$ cat src/rtl/lcdseq_pkg.sv
// Shared types, codes and constants for the character LCD nibble sequencer.
`default_nettype none

package lcdseq_pkg;

  typedef enum logic [1:0] {
    KIND_WRITE_CHAR = 2'd0,
    KIND_SET_POS    = 2'd1,
    KIND_SET_FLAG   = 2'd2,
    KIND_INIT       = 2'd3
  } kind_t;

  // Configuration register indexes.
  localparam logic [1:0] CFG_FUNCTION_SET = 2'd0;
  localparam logic [1:0] CFG_DISPLAY_INIT = 2'd1;
  localparam logic [1:0] CFG_LINE2_START  = 2'd2;

  // Configuration reset values.
  localparam logic [7:0] FUNCTION_SET_RST = 8'd8;
  localparam logic [2:0] DISPLAY_INIT_RST = 3'd4;
  localparam logic [6:0] LINE2_START_RST  = 7'd64;

  // Special characters.
  localparam logic [7:0] CHAR_FORM_FEED = 8'h0C;
  localparam logic [7:0] CHAR_CR        = 8'h0D;
  localparam logic [7:0] CHAR_LF        = 8'h0A;

  // Command bytes.
  localparam logic [7:0] CMD_FUNCTION_SET = 8'h20;
  localparam logic [7:0] CMD_DISPLAY_CTRL = 8'h08;
  localparam logic [7:0] CMD_SET_ADDR     = 8'h80;
  localparam logic [7:0] CMD_CLEAR        = 8'h01;
  localparam logic [7:0] CMD_ENTRY_MODE   = 8'h06;

  // Flag select code with no matching flag.
  localparam logic [1:0] FLAG_NONE = 2'd3;

  // Init wake-up nibbles.
  localparam logic [3:0] NIB_WAKE    = 4'h3;
  localparam logic [3:0] NIB_4BIT    = 4'h2;

  // Wait times in milliseconds.
  localparam logic [3:0] WAIT_NONE     = 4'd0;
  localparam logic [3:0] WAIT_SETTLE   = 4'd1;
  localparam logic [3:0] WAIT_CLEAR    = 4'd5;
  localparam logic [3:0] WAIT_WAKE     = 4'd5;
  localparam logic [3:0] WAIT_POWER_UP = 4'd15;

  // Transfer step numbering.
  localparam logic [3:0] STEP_WAKE_LAST = 4'd3;
  localparam logic [3:0] STEP_INIT_LAST = 4'd11;
  localparam logic [3:0] STEP_BYTE_LAST = 4'd1;
  localparam logic [2:0] INIT_BYTE_FSET = 3'd2;
  localparam logic [2:0] INIT_BYTE_DCTL = 3'd3;
  localparam logic [2:0] INIT_BYTE_CLR  = 3'd4;

  localparam int QUEUE_DEPTH_DEF = 2;

  // One classified command waiting for the back end.
  typedef struct packed {
    logic       is_init;
    logic       rs;
    logic [7:0] byte0;      // Single byte, or function-set byte of init.
    logic [7:0] byte1;      // Display-control byte of init.
    logic [3:0] wait_last;  // Wait after the final transfer of a single byte.
  } job_t;

endpackage

`default_nettype wire

$ cat src/rtl/lcdseq_front.sv
// Front end: configuration registers, display-control state and command classification.
`default_nettype none

module lcdseq_front (
  input  wire logic                clk,
  input  wire logic                rst_n,
  input  wire logic                cfg_we,
  input  wire logic [1:0]          cfg_index,
  input  wire logic [7:0]          cfg_wdata,
  input  wire logic                in_valid,
  input  wire logic [1:0]          in_kind,
  input  wire logic [7:0]          in_char_code,
  input  wire logic [6:0]          in_column,
  input  wire logic                in_row,
  input  wire logic [1:0]          in_flag_select,
  input  wire logic                in_flag_value,
  input  wire logic                q_full,
  output      logic                push,
  output      lcdseq_pkg::job_t    push_job
);

  logic [7:0] fset_r;
  logic [2:0] dinit_r;
  logic [6:0] line2_r;
  logic [2:0] dctl_r;
  logic [2:0] dctl_nxt;
  logic [2:0] flag_bits;
  logic [2:0] flag_mask;
  logic [7:0] pos_sum;
  logic [7:0] nl_sum;

  assign push = in_valid && !q_full;

  always_ff @(posedge clk) begin
    if (!rst_n) begin
      fset_r  <= lcdseq_pkg::FUNCTION_SET_RST;
      dinit_r <= lcdseq_pkg::DISPLAY_INIT_RST;
      line2_r <= lcdseq_pkg::LINE2_START_RST;
    end else if (cfg_we) begin
      unique case (cfg_index)
        lcdseq_pkg::CFG_FUNCTION_SET: fset_r  <= cfg_wdata;
        lcdseq_pkg::CFG_DISPLAY_INIT: dinit_r <= cfg_wdata[2:0];
        lcdseq_pkg::CFG_LINE2_START:  line2_r <= cfg_wdata[6:0];
        default: ;
      endcase
    end
  end

  always_ff @(posedge clk) begin
    if (!rst_n) begin
      dctl_r <= 3'd0;
    end else begin
      dctl_r <= dctl_nxt;
    end
  end

  always_comb begin
    flag_mask = 3'b001 << in_flag_select;
    flag_bits = dctl_r;
    if (in_flag_select != lcdseq_pkg::FLAG_NONE) begin
      flag_bits = in_flag_value ? (dctl_r | flag_mask) : (dctl_r & ~flag_mask);
    end
    pos_sum = {1'b0, (in_row ? line2_r : 7'd0)} + {1'b0, in_column};
    nl_sum  = {1'b0, line2_r} + 8'd1;
  end

  always_comb begin
    dctl_nxt           = dctl_r;
    push_job.is_init   = 1'b0;
    push_job.rs        = 1'b0;
    push_job.byte0     = in_char_code;
    push_job.byte1     = lcdseq_pkg::CMD_DISPLAY_CTRL | {5'd0, dinit_r};
    push_job.wait_last = lcdseq_pkg::WAIT_NONE;
    unique case (lcdseq_pkg::kind_t'(in_kind))
      lcdseq_pkg::KIND_WRITE_CHAR: begin
        priority if (in_char_code == lcdseq_pkg::CHAR_FORM_FEED) begin
          push_job.byte0     = lcdseq_pkg::CMD_CLEAR;
          push_job.wait_last = lcdseq_pkg::WAIT_CLEAR;
        end else if (in_char_code == lcdseq_pkg::CHAR_CR ||
                     in_char_code == lcdseq_pkg::CHAR_LF) begin
          push_job.byte0 = lcdseq_pkg::CMD_SET_ADDR | {1'b0, nl_sum[6:0]};
        end else begin
          push_job.rs = 1'b1;
        end
      end
      lcdseq_pkg::KIND_SET_POS: begin
        push_job.byte0 = lcdseq_pkg::CMD_SET_ADDR | {1'b0, pos_sum[6:0]};
      end
      lcdseq_pkg::KIND_SET_FLAG: begin
        push_job.byte0 = lcdseq_pkg::CMD_DISPLAY_CTRL | {5'd0, flag_bits};
        if (push) begin
          dctl_nxt = flag_bits;
        end
      end
      lcdseq_pkg::KIND_INIT: begin
        push_job.is_init = 1'b1;
        push_job.byte0   = lcdseq_pkg::CMD_FUNCTION_SET | fset_r;
        if (push) begin
          dctl_nxt = dinit_r;
        end
      end
      default: ;
    endcase
  end

endmodule

`default_nettype wire

$ cat src/rtl/lcdseq_queue.sv
// Short queue of classified commands between the front and back ends.
`default_nettype none

module lcdseq_queue #(
  parameter int DEPTH = lcdseq_pkg::QUEUE_DEPTH_DEF
) (
  input  wire logic             clk,
  input  wire logic             rst_n,
  input  wire logic             push,
  input  wire lcdseq_pkg::job_t push_job,
  input  wire logic             pop,
  output      logic             full,
  output      logic             q_valid,
  output      lcdseq_pkg::job_t q_job
);

  localparam int PW = (DEPTH > 1) ? $clog2(DEPTH) : 1;
  localparam int CW = $clog2(DEPTH + 1);
  localparam logic [PW-1:0] PTR_LAST = PW'(DEPTH - 1);
  localparam logic [CW-1:0] CNT_FULL = CW'(DEPTH);

  lcdseq_pkg::job_t slot_r [DEPTH];
  logic [PW-1:0] wr_ptr_r, wr_ptr_nxt;
  logic [PW-1:0] rd_ptr_r, rd_ptr_nxt;
  logic [CW-1:0] count_r, count_nxt;

  assign full    = (count_r == CNT_FULL);
  assign q_valid = (count_r != '0);
  assign q_job   = slot_r[rd_ptr_r];

  always_comb begin
    wr_ptr_nxt = wr_ptr_r;
    rd_ptr_nxt = rd_ptr_r;
    count_nxt  = count_r;
    if (push) begin
      wr_ptr_nxt = (wr_ptr_r == PTR_LAST) ? '0 : wr_ptr_r + PW'(1);
    end
    if (pop) begin
      rd_ptr_nxt = (rd_ptr_r == PTR_LAST) ? '0 : rd_ptr_r + PW'(1);
    end
    if (push && !pop) begin
      count_nxt = count_r + CW'(1);
    end else if (pop && !push) begin
      count_nxt = count_r - CW'(1);
    end
  end

  always_ff @(posedge clk) begin
    if (!rst_n) begin
      wr_ptr_r <= '0;
      rd_ptr_r <= '0;
      count_r  <= '0;
    end else begin
      wr_ptr_r <= wr_ptr_nxt;
      rd_ptr_r <= rd_ptr_nxt;
      count_r  <= count_nxt;
    end
  end

  always_ff @(posedge clk) begin
    if (push) begin
      slot_r[wr_ptr_r] <= push_job;
    end
  end

endmodule

`default_nettype wire

$ cat src/rtl/lcdseq_back.sv
// Back end: steps through the transfers of one command into an output register.
`default_nettype none

module lcdseq_back (
  input  wire logic             clk,
  input  wire logic             rst_n,
  input  wire logic             q_valid,
  input  wire lcdseq_pkg::job_t q_job,
  output      logic             pop,
  output      logic             out_valid,
  input  wire logic             out_stall,
  output      logic             out_register_select,
  output      logic [3:0]       out_nibble,
  output      logic [3:0]       out_wait_before_ms,
  output      logic [3:0]       out_wait_after_ms,
  output      logic             out_last
);

  lcdseq_pkg::job_t job_r, job_nxt;
  logic       active_r, active_nxt;
  logic [3:0] step_r, step_nxt;
  logic       out_valid_r, out_valid_nxt;
  logic       advance;

  logic       x_rs;
  logic [3:0] x_nib, x_wb, x_wa;
  logic       x_last;
  logic [7:0] cur_byte;
  logic [2:0] byte_idx;
  logic       high_half;

  assign out_valid = out_valid_r;
  assign advance   = active_r && (!out_valid_r || !out_stall);
  assign pop       = q_valid && (!active_r || (advance && x_last));

  // Fields of the transfer at the current step.
  always_comb begin
    byte_idx  = step_r[3:1];
    high_half = !step_r[0];
    priority if (!job_r.is_init || byte_idx == lcdseq_pkg::INIT_BYTE_FSET) begin
      cur_byte = job_r.byte0;
    end else if (byte_idx == lcdseq_pkg::INIT_BYTE_DCTL) begin
      cur_byte = job_r.byte1;
    end else if (byte_idx == lcdseq_pkg::INIT_BYTE_CLR) begin
      cur_byte = lcdseq_pkg::CMD_CLEAR;
    end else begin
      cur_byte = lcdseq_pkg::CMD_ENTRY_MODE;
    end
    x_rs   = job_r.rs;
    x_last = job_r.is_init ? (step_r == lcdseq_pkg::STEP_INIT_LAST)
                           : (step_r == lcdseq_pkg::STEP_BYTE_LAST);
    if (job_r.is_init && step_r <= lcdseq_pkg::STEP_WAKE_LAST) begin
      x_nib = (step_r == lcdseq_pkg::STEP_WAKE_LAST) ? lcdseq_pkg::NIB_4BIT
                                                     : lcdseq_pkg::NIB_WAKE;
      x_wb  = (step_r == 4'd0) ? lcdseq_pkg::WAIT_POWER_UP : lcdseq_pkg::WAIT_NONE;
      x_wa  = (step_r == lcdseq_pkg::STEP_WAKE_LAST) ? lcdseq_pkg::WAIT_NONE
                                                     : lcdseq_pkg::WAIT_WAKE;
    end else begin
      x_nib = high_half ? cur_byte[7:4] : cur_byte[3:0];
      x_wb  = high_half ? lcdseq_pkg::WAIT_SETTLE : lcdseq_pkg::WAIT_NONE;
      x_wa  = (x_last && !job_r.is_init) ? job_r.wait_last : lcdseq_pkg::WAIT_NONE;
    end
  end

  always_comb begin
    job_nxt       = job_r;
    active_nxt    = active_r;
    step_nxt      = step_r;
    out_valid_nxt = out_valid_r;
    if (out_valid_r && !out_stall) begin
      out_valid_nxt = 1'b0;
    end
    if (advance) begin
      out_valid_nxt = 1'b1;
      step_nxt      = step_r + 4'd1;
      if (x_last) begin
        active_nxt = 1'b0;
      end
    end
    if (pop) begin
      job_nxt    = q_job;
      active_nxt = 1'b1;
      step_nxt   = 4'd0;
    end
  end

  always_ff @(posedge clk) begin
    if (!rst_n) begin
      active_r    <= 1'b0;
      step_r      <= 4'd0;
      out_valid_r <= 1'b0;
    end else begin
      active_r    <= active_nxt;
      step_r      <= step_nxt;
      out_valid_r <= out_valid_nxt;
    end
  end

  always_ff @(posedge clk) begin
    job_r <= job_nxt;
    if (advance) begin
      out_register_select <= x_rs;
      out_nibble          <= x_nib;
      out_wait_before_ms  <= x_wb;
      out_wait_after_ms   <= x_wa;
      out_last            <= x_last;
    end
  end

  a_byte_steps: assert property (@(posedge clk) disable iff (!rst_n)
    (active_r && !job_r.is_init) |-> (step_r <= lcdseq_pkg::STEP_BYTE_LAST))
    else $error("single-byte command ran past its second transfer");

  a_power_up_wait: assert property (@(posedge clk) disable iff (!rst_n)
    (advance && job_r.is_init && step_r == 4'd0) |=>
      (out_wait_before_ms == lcdseq_pkg::WAIT_POWER_UP))
    else $error("init did not open with the power-up wait");

  a_pop_needs_entry: assert property (@(posedge clk) disable iff (!rst_n)
    pop |-> q_valid)
    else $error("back end took a command from an empty queue");

  a_last_ends_job: assert property (@(posedge clk) disable iff (!rst_n)
    (advance && x_last && !pop) |=> !active_r)
    else $error("command stayed active after its final transfer");

endmodule

`default_nettype wire

$ cat src/rtl/char_lcd_nibble_sequencer.sv
// Top level of the character LCD nibble sequencer: front end, command queue and back end.
// Path: an accepted command goes through a queue slot and the job register to the output register.
// Throughput: one transfer per cycle from the back end's step counter unless out_stall holds it;
// two for a byte command, twelve for init, and each command follows the last without a gap.
// The queue holds QUEUE_DEPTH classified commands (default two); input stalls only when it is full.
// Reset: rst_n is synchronous and active low; it restores the register defaults and clears
// the display-control bits, the queue and the output valid flag.
`default_nettype none

module char_lcd_nibble_sequencer #(
  parameter int QUEUE_DEPTH = lcdseq_pkg::QUEUE_DEPTH_DEF
) (
  input  wire logic       clk,
  input  wire logic       rst_n,
  // Configuration write port.
  input  wire logic       cfg_we,
  input  wire logic [1:0] cfg_index,
  input  wire logic [7:0] cfg_wdata,
  // Command channel.
  input  wire logic       in_valid,
  output      logic       in_stall,
  input  wire logic [1:0] in_kind,
  input  wire logic [7:0] in_char_code,
  input  wire logic [6:0] in_column,
  input  wire logic       in_row,
  input  wire logic [1:0] in_flag_select,
  input  wire logic       in_flag_value,
  // Transfer channel.
  output      logic       out_valid,
  input  wire logic       out_stall,
  output      logic       out_register_select,
  output      logic [3:0] out_nibble,
  output      logic [3:0] out_wait_before_ms,
  output      logic [3:0] out_wait_after_ms,
  output      logic       out_last
);

  // The front end classifies each command as it is accepted: it resolves the special
  // characters, computes the display address and updates the display-control bits in
  // command order, so that every queued entry carries its final byte values.
  logic             q_full;
  logic             push;
  lcdseq_pkg::job_t push_job;

  // The back end pops one entry at a time and walks its transfers, loading the next
  // entry in the same cycle that the previous one issues its final transfer.
  logic             pop;
  logic             q_valid;
  lcdseq_pkg::job_t q_job;

  assign in_stall = q_full;

  lcdseq_front u_front (
    .clk            (clk),
    .rst_n          (rst_n),
    .cfg_we         (cfg_we),
    .cfg_index      (cfg_index),
    .cfg_wdata      (cfg_wdata),
    .in_valid       (in_valid),
    .in_kind        (in_kind),
    .in_char_code   (in_char_code),
    .in_column      (in_column),
    .in_row         (in_row),
    .in_flag_select (in_flag_select),
    .in_flag_value  (in_flag_value),
    .q_full         (q_full),
    .push           (push),
    .push_job       (push_job)
  );

  lcdseq_queue #(
    .DEPTH (QUEUE_DEPTH)
  ) u_queue (
    .clk      (clk),
    .rst_n    (rst_n),
    .push     (push),
    .push_job (push_job),
    .pop      (pop),
    .full     (q_full),
    .q_valid  (q_valid),
    .q_job    (q_job)
  );

  // The output register holds a transfer while it is stalled; the back end refills it in
  // the same cycle that the sink takes it.
  lcdseq_back u_back (
    .clk                 (clk),
    .rst_n               (rst_n),
    .q_valid             (q_valid),
    .q_job               (q_job),
    .pop                 (pop),
    .out_valid           (out_valid),
    .out_stall           (out_stall),
    .out_register_select (out_register_select),
    .out_nibble          (out_nibble),
    .out_wait_before_ms  (out_wait_before_ms),
    .out_wait_after_ms   (out_wait_after_ms),
    .out_last            (out_last)
  );

endmodule

`default_nettype wire

$ cat config.mk
export PLATFORM = sky130hd
export DESIGN_NAME = char_lcd_nibble_sequencer
export DESIGN_NICKNAME = d
export VERILOG_FILES = /design/src/rtl/lcdseq_pkg.sv /design/src/rtl/lcdseq_front.sv /design/src/rtl/lcdseq_queue.sv /design/src/rtl/lcdseq_back.sv /design/src/rtl/char_lcd_nibble_sequencer.sv
export SDC_FILE = /design/constraint.sdc
export NUM_CORES = 1
export LEC_CHECK = 0
export BUFFER_PORTS_ARGS = -buffer_cell sky130_fd_sc_hd__buf_4
export CAP_MARGIN = 20
export CORE_MARGIN = 1
export CORE_UTILIZATION = 44
export DETAILED_ROUTE_END_ITERATION = 16
export PLACE_DENSITY = 0.75
export SKIP_LAST_GASP = 1
export SLEW_MARGIN = 20
export SYNTH_ARGS = -nofsm -noshare
export SYNTH_HDL_FRONTEND = slang
export SYNTH_SLANG_ARGS = --single-unit
$ cat constraint.sdc
create_clock -name clk -period 5.5 [get_ports clk]
set_input_delay 0.55 -clock clk [delete_from_list [all_inputs] [get_ports clk]]
set_output_delay 0.55 -clock clk [all_outputs]
set_load 0.05 [all_outputs]
==> metrics.csv, run 1 <==
stage,metric,value,unit
run_status,run_status,finished clean,
clocking,path_clk_slew,0.08,ns
drt,drtIter0Drc,92,
final_layout,area_delta_synth_final,15.35,%
critical_path,worst_r2r_endpoint,u_queue.slot_r[1][13]$_DFFE_PP_,
critical_path,criticalPathCategory,reg2reg,
floorplanning,die_h,96.99,um
sta,rsz0062_at_grt,false,
drt,dr.pass1.iters,4,
synthesis,syn_area_per_cell,11.38,um^2
final_layout,antenna_cells,0,
sta,period_needed,2.327,ns
synthesis,ys.flop_type,edfxtp_1,
clocking,clock_latency,0.34,ns
sta,fmax,429.8,MHz
hold_path,min_path_type,in2reg,
critical_path,worstPathCellList,"and2_1, ha_1, inv_1, fa_1, nor2b_1, o31a_1, o22ai_1, xnor2_1, o221ai_1",
grt,grt_pass1_vias,2691,
synthesis,synth_most_common_cell,edfxtp_1,
grt,gr-usage-met3,4.986,%
sta,slew_viol_final,0,
sta,finClkSkew,0.008385,ns
power_and_ir_drop,power_density,406.0,mW/mm^2
floorplanning,die_w,96.99,um
synthesis,synth_area_leaders,"edfxtp_1 39%, dfxtp_1 15%, mux2_2 4.0%, mux2i_1 3.8%, ha_1 3.2%",
placed_design,gp_congestion,0.9339,
grt,grt_overflow,0,
hold_path,hold_end,u_front.line2_r[6]$_SDFFE_PN1P_,
clocking,clkSinkCount,81,
floorplanning,core-area,0.008721,mm^2
synthesis,ys_ff_latch,81,
synthesis,synth_warnings,0,
clocking,htreeDepth,3,
drt,ant_nets,0,
hold_path,min_from,cfg_wdata[6],
synthesis,synth_top_area_share,38.58,%
sta,max_slew_margin,32.50,%
grt,grt_first_pass_wirelength,12320,um
drt,vias,2702,
drt,wl_per_cell,14.51,um
critical_path,critPathLaunchType,flip-flop,
final_layout,drive_gt1_share,21.00,%
synthesis,synth-async-reset-ratio,0,%
drt,finalWirelength,7372,um
sta,worst_pin_slew,1.009,ns
critical_path,cpPeakStageDelay,0.48,ns
final_layout,fillers,730,
sta,finalCritPeriodShare,42.30,%
synthesis,synth_top_area_cell,edfxtp_1,
clocking,clockRootBuffer,clkbuf_8,
synthesis,seq_area_frac_synth,53.70,%
clocking,cts_buffer_depth,2,
synthesis,synth_edf_count,51,
placed_design,io_buffers,49,
drt,via_per_inst,5.319,
clocking,post_cts.repair.setup_buffers,0,
synthesis,synth_area,0.003970,mm^2
sta,finalHoldViolations,0,
run,timing.max_cap.violations,0,
power_and_ir_drop,power_leakage,1.781,nW
grt,grt_max_degree,28,
floorplanning,start_util,45.52,%
clocking,cts_tree,done,
floorplanning,rows,34,
critical_path,crit_slowest_cell,dfxtp_1,
critical_path,cp-end-kind,flip-flop,
sta,finalSetupViolCount,0,
synthesis,yosysUniqueCellTypes,57,
final_layout,fin_nets,442,
critical_path,rrSetupSlack,3.17,ns
critical_path,rr_startpoint,u_front.line2_r[0]$_SDFFE_PN0P_,
clocking,cts_resized,0,
grt,grt_busiest_layer,met2,
grt,grt.total_usage,16.54,%
sta,tns,0,ns
placed_design,place_hpwl,5528,um
critical_path,required,5.56,ns
grt,met2_usage,28.11,%
synthesis,synth_top_cells_by_count,"51 x edfxtp_1, 30 x dfxtp_1, 20 x inv_1",
clocking,ctsHoldBuffers,0,
grt,antenna_found_initial,0,
critical_path,cp_max_fo,6,
power_and_ir_drop,peakVddDrop,156.7,uV
synthesis,synthCells,349,
critical_path,reg2reg_depth,9,
sta,worst_slack,3.173,ns
critical_path,cp.arrival,2.39,ns
clocking,cts_buffers,9,
placed_design,post-place-ws,3.028,ns
grt,grtUsageMet1,18.76,%
floorplanning,dieArea,0.009407,mm^2
drt,drcViolationCount,0,
floorplanning,pin_count,52,
hold_path,hold_path_depth,3,
==> worst max-delay path by stage <==
stage,depth (start not counted),slack (ns),startpoint,to
detailed placement,10,3.03,in_row,u_queue.slot_r[1][13]$_DFFE_PP_
finish,9,3.17,u_front.line2_r[0]$_SDFFE_PN0P_,u_queue.slot_r[1][13]$_DFFE_PP_
floorplan,9,3.33,in_row,u_queue.slot_r[0][13]$_DFFE_PP_
global placement,10,3.13,in_row,u_queue.slot_r[0][13]$_DFFE_PP_
global route,6,2.98,u_back.job_r[21]$_DFFE_PP_,u_queue.count_r[1]$_SDFFE_PN0P_
CTS,9,3.17,u_front.line2_r[0]$_SDFFE_PN0P_,u_queue.slot_r[1][13]$_DFFE_PP_
==> metrics by stage <==
stage	instance area, um^2	util (%)	cells	hold WS (ns)	power (mW)
finish	4579	52.51	508	0.4267	1.859
global route	4579	52.51	508	0.4300	1.963
CTS	4579	52.51	508	0.4071	1.879
detailed placement	4393	50.37	492	0.4128	1.467
global placement	4393	50.37	492	0.4096	1.451
floorplan	3974	-	350	0.4003	1.327
==> power breakdown <==
group | internal, mW | switching, mW
clock | 0.207 | 0.203
combinational | 0.218 | 0.333
sequential | 0.817 | 0.0827
total | 1.24 | 0.618
==> final cells by class <==
cell class                      instances  area (um^2)  area share, %
Clock buffer                           10        127.6          2.787
Clock inverter                          6        58.81          1.284
Inverter                               20        75.07          1.639
Multi-Input combinational cell        232         1668          36.42
Sequential cell                        81         2132          46.56
Tap cell                              108        135.1          2.951
Timing Repair Buffer                   51        382.9          8.361
==> placed cells by master, fill, tap and decap left out, drive strengths merged, types with 3 or more instances in the layout <==
cell / netlist / final
buf: 11 / 51
edfxtp: 51 / 51
dfxtp: 30 / 30
inv: 20 / 20
nand2: 20 / 20
nor2: 18 / 18
nor2b: 17 / 17
o21ai: 16 / 16
mux2i: 15 / 15
a21oi: 14 / 14
mux2: 14 / 14
and2: 12 / 12
xor2: 11 / 11
nand3: 10 / 10
ha: 10 / 10
clkbuf: 6 / 10
a21boi: 5 / 5
xnor2: 5 / 5
nand3b: 5 / 5
nand2b: 4 / 4
a211o: 4 / 4
o22ai: 4 / 4
or3: 3 / 3
a211oi: 3 / 3
nor3b: 3 / 3
and3: 3 / 3
nor3: 3 / 3
clkinv: 0 / 3
==> worst max-delay path, delay by kind of cell, from the launching register on <==
family / cells / cell delay [ns]
adder cells (fa/ha/maj): 2 / 0.59
flip-flops: 1 / 0.48
AO/OA/AOI/OAI: 3 / 0.41
AND/OR/NAND/NOR: 2 / 0.35
XOR/XNOR: 1 / 0.16
buffers and inverters: 1 / 0.06
==> sequential cells by signal (all words and copies together) (netlist names), 2 cells and up <==
signal and flops:
u_front.dctl_r 3, u_back.out_wait_before_ms 2, u_queue.slot_r 28, u_back.step_r 4, u_front.fset_r 7, u_back.out_nibble 4
u_back.job_r 13, u_queue.count_r 2, u_front.dinit_r 3, u_front.line2_r 7
==> layer usage <==
| layer | wire [um] | vias to the layer above |
|---|---|---|
| met5 | 0 | - |
| met4 | 253 | 0 |
| met3 | 330 | 25 |
| met2 | 3566 | 81 |
| met1 | 3222 | 1252 |
| li1 | - | 1344 |
==> kinds of logic after synthesis <==
kind of cell	after synthesis	share of synthesized area, %
xor gates and xnor gates	16	3.530
other	1	0.09446
AOI/OAI and AO/OA	73	13.33
muxes	29	7.753
buffers and inverters	37	4.381
and+or+nand+nor	101	13.55
adders and majority gates	11	3.656
DFF	81	53.70
Note: power is estimated with default switching activity, not from simulation.
==> inputs of run 2 (changes only) <==
--- a/config.mk
+++ b/config.mk
@@ -5,12 +5,13 @@
 export SDC_FILE = /design/constraint.sdc
 export NUM_CORES = 1
 export LEC_CHECK = 0
+export ABC_AREA = 1
 export BUFFER_PORTS_ARGS = -buffer_cell sky130_fd_sc_hd__buf_4
 export CAP_MARGIN = 20
 export CORE_MARGIN = 1
 export CORE_UTILIZATION = 44
 export DETAILED_ROUTE_END_ITERATION = 16
-export PLACE_DENSITY = 0.75
+export PLACE_DENSITY = 0.77
 export SKIP_LAST_GASP = 1
 export SLEW_MARGIN = 20
 export SYNTH_ARGS = -nofsm -noshare
==> constraint.sdc (replaced) <==
create_clock -name clk -period 1.96 [get_ports clk]
set_input_delay 0.196 -clock clk [delete_from_list [all_inputs] [get_ports clk]]
set_output_delay 0.196 -clock clk [all_outputs]
set_load 0.05 [all_outputs]
==> run 2 against run 1 <==
Power increased to 3.2 times the previous value. Synthesized cell count increased by 33%. Critical path depth increased by 4. Clock skew increased by 0.0020 ns. Design area increased by 7.0%. Final cell count increased by 26%. Die area increased by 3.6%. Non-clock buffer count increased by 8. Area after synthesis increased by 3.7%. Critical path type unchanged. Largest cell class unchanged.
==> metrics.csv, run 2 <==
stage,metric,value,unit,change
drt,drcViolationCount,0,,unchanged
sta,worst_pin_slew,0.4970,ns,-0.5117 ns
clocking,clock_latency,0.35,ns,about the same
final_layout,fillers,785,,+7.5%
critical_path,cp_max_fo,4,,-2
sta,period_needed,1.799,ns,-0.5281 ns
drt,finalWirelength,8190,um,+11%
final_layout,largest_registers,"u_queue.slot_r x28, u_back.job_r x13",,
floorplanning,core-area,0.008891,mm^2,+2.0%
critical_path,worst_r2r_endpoint,u_queue.count_r[1]$_SDFFE_PN0P_,,
placed_design,io_buffers,49,,unchanged
clocking,path_clk_slew,0.09,ns,about the same
synthesis,yosysUniqueCellTypes,40,,-30%
hold_path,min_from,cfg_wdata[3],,
critical_path,reg2reg_depth,13,,+4
final_layout,final_cell_mix,"97 x nand2_1, 63 x inv_1, 59 x buf_4",,
drt,ant_nets,0,,unchanged
synthesis,synth_top_area_share,37.20,%,-1.4 points
critical_path,rr_startpoint,u_back.job_r[21]$_DFFE_PP_,,
synthesis,ys_ff_latch,81,,unchanged
sta,hold_slack,0.05068,ns,-0.3760 ns
grt,grt.total_usage,17.88,%,+1.3 points
synthesis,synth_area,0.004116,mm^2,+3.7%
grt,grt_first_pass_wirelength,13540,um,+9.9%
final_layout,area_delta_synth_final,19.03,%,
final_layout,drive_gt1_share,22.83,%,+1.8 points
sta,finalCritPeriodShare,91.77,%,+49 points
clocking,cts_tree,done,,
critical_path,cp-end-kind,flip-flop,,
power_and_ir_drop,power_density,1203,mW/mm^2,+200%
final_layout,final-seq-area,0.002135,mm^2,+0.12%
final_layout,multi_input_area,0.001675,mm^2,+0.45%
drt,drtIter0Drc,110,,+20%
synthesis,synth_area_leaders,"edfxtp_1 37%, dfxtp_1 15%, nand2_1 8.8%, inv_1 5.8%, nor2_1 4.4%",,
sta,rsz0062_at_grt,false,,
floorplanning,die_w,98.73,um,+1.8%
placed_design,place_hpwl,6345,um,+15%
synthesis,seq_area_frac_synth,51.79,%,-1.9 points
sta,fmax,556.0,MHz,+29%
floorplanning,dieArea,0.009747,mm^2,+3.6%
grt,grt_max_degree,26,,-7.1%
final_layout,largest_reg_flops,28,,unchanged
grt,grt_pass1_vias,3099,,+15%
critical_path,critPathLaunchType,flip-flop,,
drt,met3WireLength,285,um,-14%
sta,finalSetupViolCount,0,,unchanged
grt,grt_overflow,0,,unchanged
critical_path,criticalPathCategory,reg2reg,,
sta,slew_viol_final,0,,unchanged
floorplanning,start_util,46.30,%,+0.78 points
final_layout,fin_nets,572,,+29%
drt,via_per_inst,5.003,,-5.9%
power_and_ir_drop,peakVddDrop,515.3,uV,+230%
clocking,clockRootBuffer,clkbuf_8,,
synthesis,syn_area_per_cell,8.853,um^2,-22%
synthesis,ys.flop_type,edfxtp_1,,
hold_path,hold_path_depth,3,,unchanged
critical_path,rrSetupSlack,0.16,ns,-3.01 ns
clocking,htreeDepth,3,,unchanged
synthesis,synth_most_common_cell,nand2_1,,
clocking,clkSinkCount,81,,unchanged
drt,dr_wl_met2,4090,um,+15%
drt,dr.pass1.iters,4,,unchanged
drt,wl_per_cell,12.84,um,-12%
power_and_ir_drop,power_leakage,2.209,nW,+24%
final_layout,antenna_cells,0,,unchanged
final_layout,regMostFlops,u_queue.slot_r,,
floorplanning,pin_count,52,,unchanged
synthesis,synth_edf_count,51,,unchanged
final_layout,layout_commonest_cell,nand2_1,,
synthesis,synth_top_cells_by_count,"97 x nand2_1, 64 x inv_1, 51 x edfxtp_1",,
critical_path,cp.arrival,2.04,ns,-0.35 ns
drt,top_layer_used,met4,,
drt,wl_met1,3631,um,+13%
floorplanning,die_h,98.73,um,+1.8%
clocking,cts_buffer_depth,2,,unchanged
run,timing.max_cap.violations,0,,unchanged
grt,antenna_found_initial,0,,unchanged
sta,max_slew_margin,66.56,%,+34 points
synthesis,synthCells,465,,+33%
critical_path,required,2.20,ns,-3.36 ns
sta,tns,0,ns,unchanged
clocking,cts_buffers,9,,unchanged
synthesis,synth_top_area_cell,edfxtp_1,,
sta,finalHoldViolations,0,,unchanged
hold_path,hold_end,u_front.fset_r[3]$_SDFFE_PN1P_,,
sta,finClkSkew,0.01042,ns,+0.002032 ns
drt,vias,3192,,+18%
synthesis,synth-async-reset-ratio,0,%,unchanged
placed_design,gp_congestion,0.9245,,-1.0%
synthesis,synth_warnings,0,,unchanged
run_status,run_status,finished clean,,
floorplanning,rows,34,,unchanged
hold_path,min_path_type,in2reg,,
## run 2: cell types whose count changed after synthesis, sizes merged, moves of 6 or more
cell | previous run | this run
and2 | 12 | 1
inv | 20 | 69
mux2i | 15 | 0
nand2 | 20 | 103
nand3 | 10 | 37
nor2 | 18 | 59
nor2b | 17 | 0
o21ai | 16 | 37
xor2 | 11 | 5
## run 2: cells by family after synthesis
logic type	synth area share [%]
mux	3.830
flops	51.79
compound gates	8.086
simple gates	22.98
xor+xnor	1.702
buf+inv	7.994
other cells	0.09110
fa+ha+maj	3.526
## run 2: repair_timing
action,4_1_cts,5_1_grt
setup endpoints to repair,0,7
resized for setup,0,6
hold buffers,0,0
setup buffers,0,2
## run 2: layout make-up
type / instances / share of cell area [%]
timing repair buffer: 59 / 9.040
inverter: 70 / 5.363
sequential: 81 / 43.56
clock inverter: 7 / 2.554
multi-input combinational: 304 / 34.19
tap: 108 / 2.758
clock buffer: 9 / 2.528
## run 2: worst max-delay path by stage
stage | start | slack [ns] | endpoint | depth (start not counted)
after floorplan | u_back.out_valid$_SDFFE_PN0P_ | 0.08 | u_queue.count_r[1]$_SDFFE_PN0P_ | 9
after global placement | u_front.line2_r[0]$_SDFFE_PN0P_ | 0.17 | u_queue.slot_r[0][9]$_DFFE_PP_ | 11
after detailed placement | u_back.job_r[21]$_DFFE_PP_ | 0.06 | u_queue.count_r[1]$_SDFFE_PN0P_ | 11
after CTS | u_back.job_r[21]$_DFFE_PP_ | 0.04 | u_queue.count_r[1]$_SDFFE_PN0P_ | 11
after global routing | u_back.job_r[21]$_DFFE_PP_ | 0.008 | u_queue.count_r[1]$_SDFFE_PN0P_ | 13
final | u_back.job_r[21]$_DFFE_PP_ | 0.16 | u_queue.count_r[1]$_SDFFE_PN0P_ | 13
## run 2: critical path, cell delays in order (launching register included)
cell	delay, ns
edfxtp_1	0.45
inv_2	0.11
buf_4	0.11
nand2_1	0.04
nand2_1	0.08
inv_1	0.05
nand3_2	0.07
nand2_4	0.07
nand2_4	0.10
ha_4	0.21
a21oi_2	0.12
o21ai_1	0.10
o21ai_1	0.12
a21oi_1	0.05
## run 2: per-stage QoR
step | power (mW) | utilization (%) | cell area (um^2) | worst slack [ns] | std cells
final | 5.896 | 55.11 | 4900 | 0.1613 | 638
after global routing | 6.206 | 55.11 | 4900 | 0.007540 | 638
after CTS | 5.860 | 54.74 | 4867 | 0.03748 | 636
after detailed placement | 4.367 | 51.94 | 4618 | 0.06224 | 620
after global placement | 4.310 | 51.94 | 4618 | 0.1668 | 620
after floorplan | 3.855 | - | 4121 | 0.07826 | 466
## run 2: metal layers
layer / global-route usage (%) / up-vias
met5: 0 / -
met4: 7.463 / 0
met3: 5.177 / 17
met2: 31.58 / 81
met1: 20.26 / 1458
li1: - / 1636
## run 2: power breakdown
part	switching (mW)	internal (mW)	leakage, nW
Clock	0.633	0.859	0.124
Combinational	1.24	0.696	1.36
Sequential	0.150	2.32	0.727
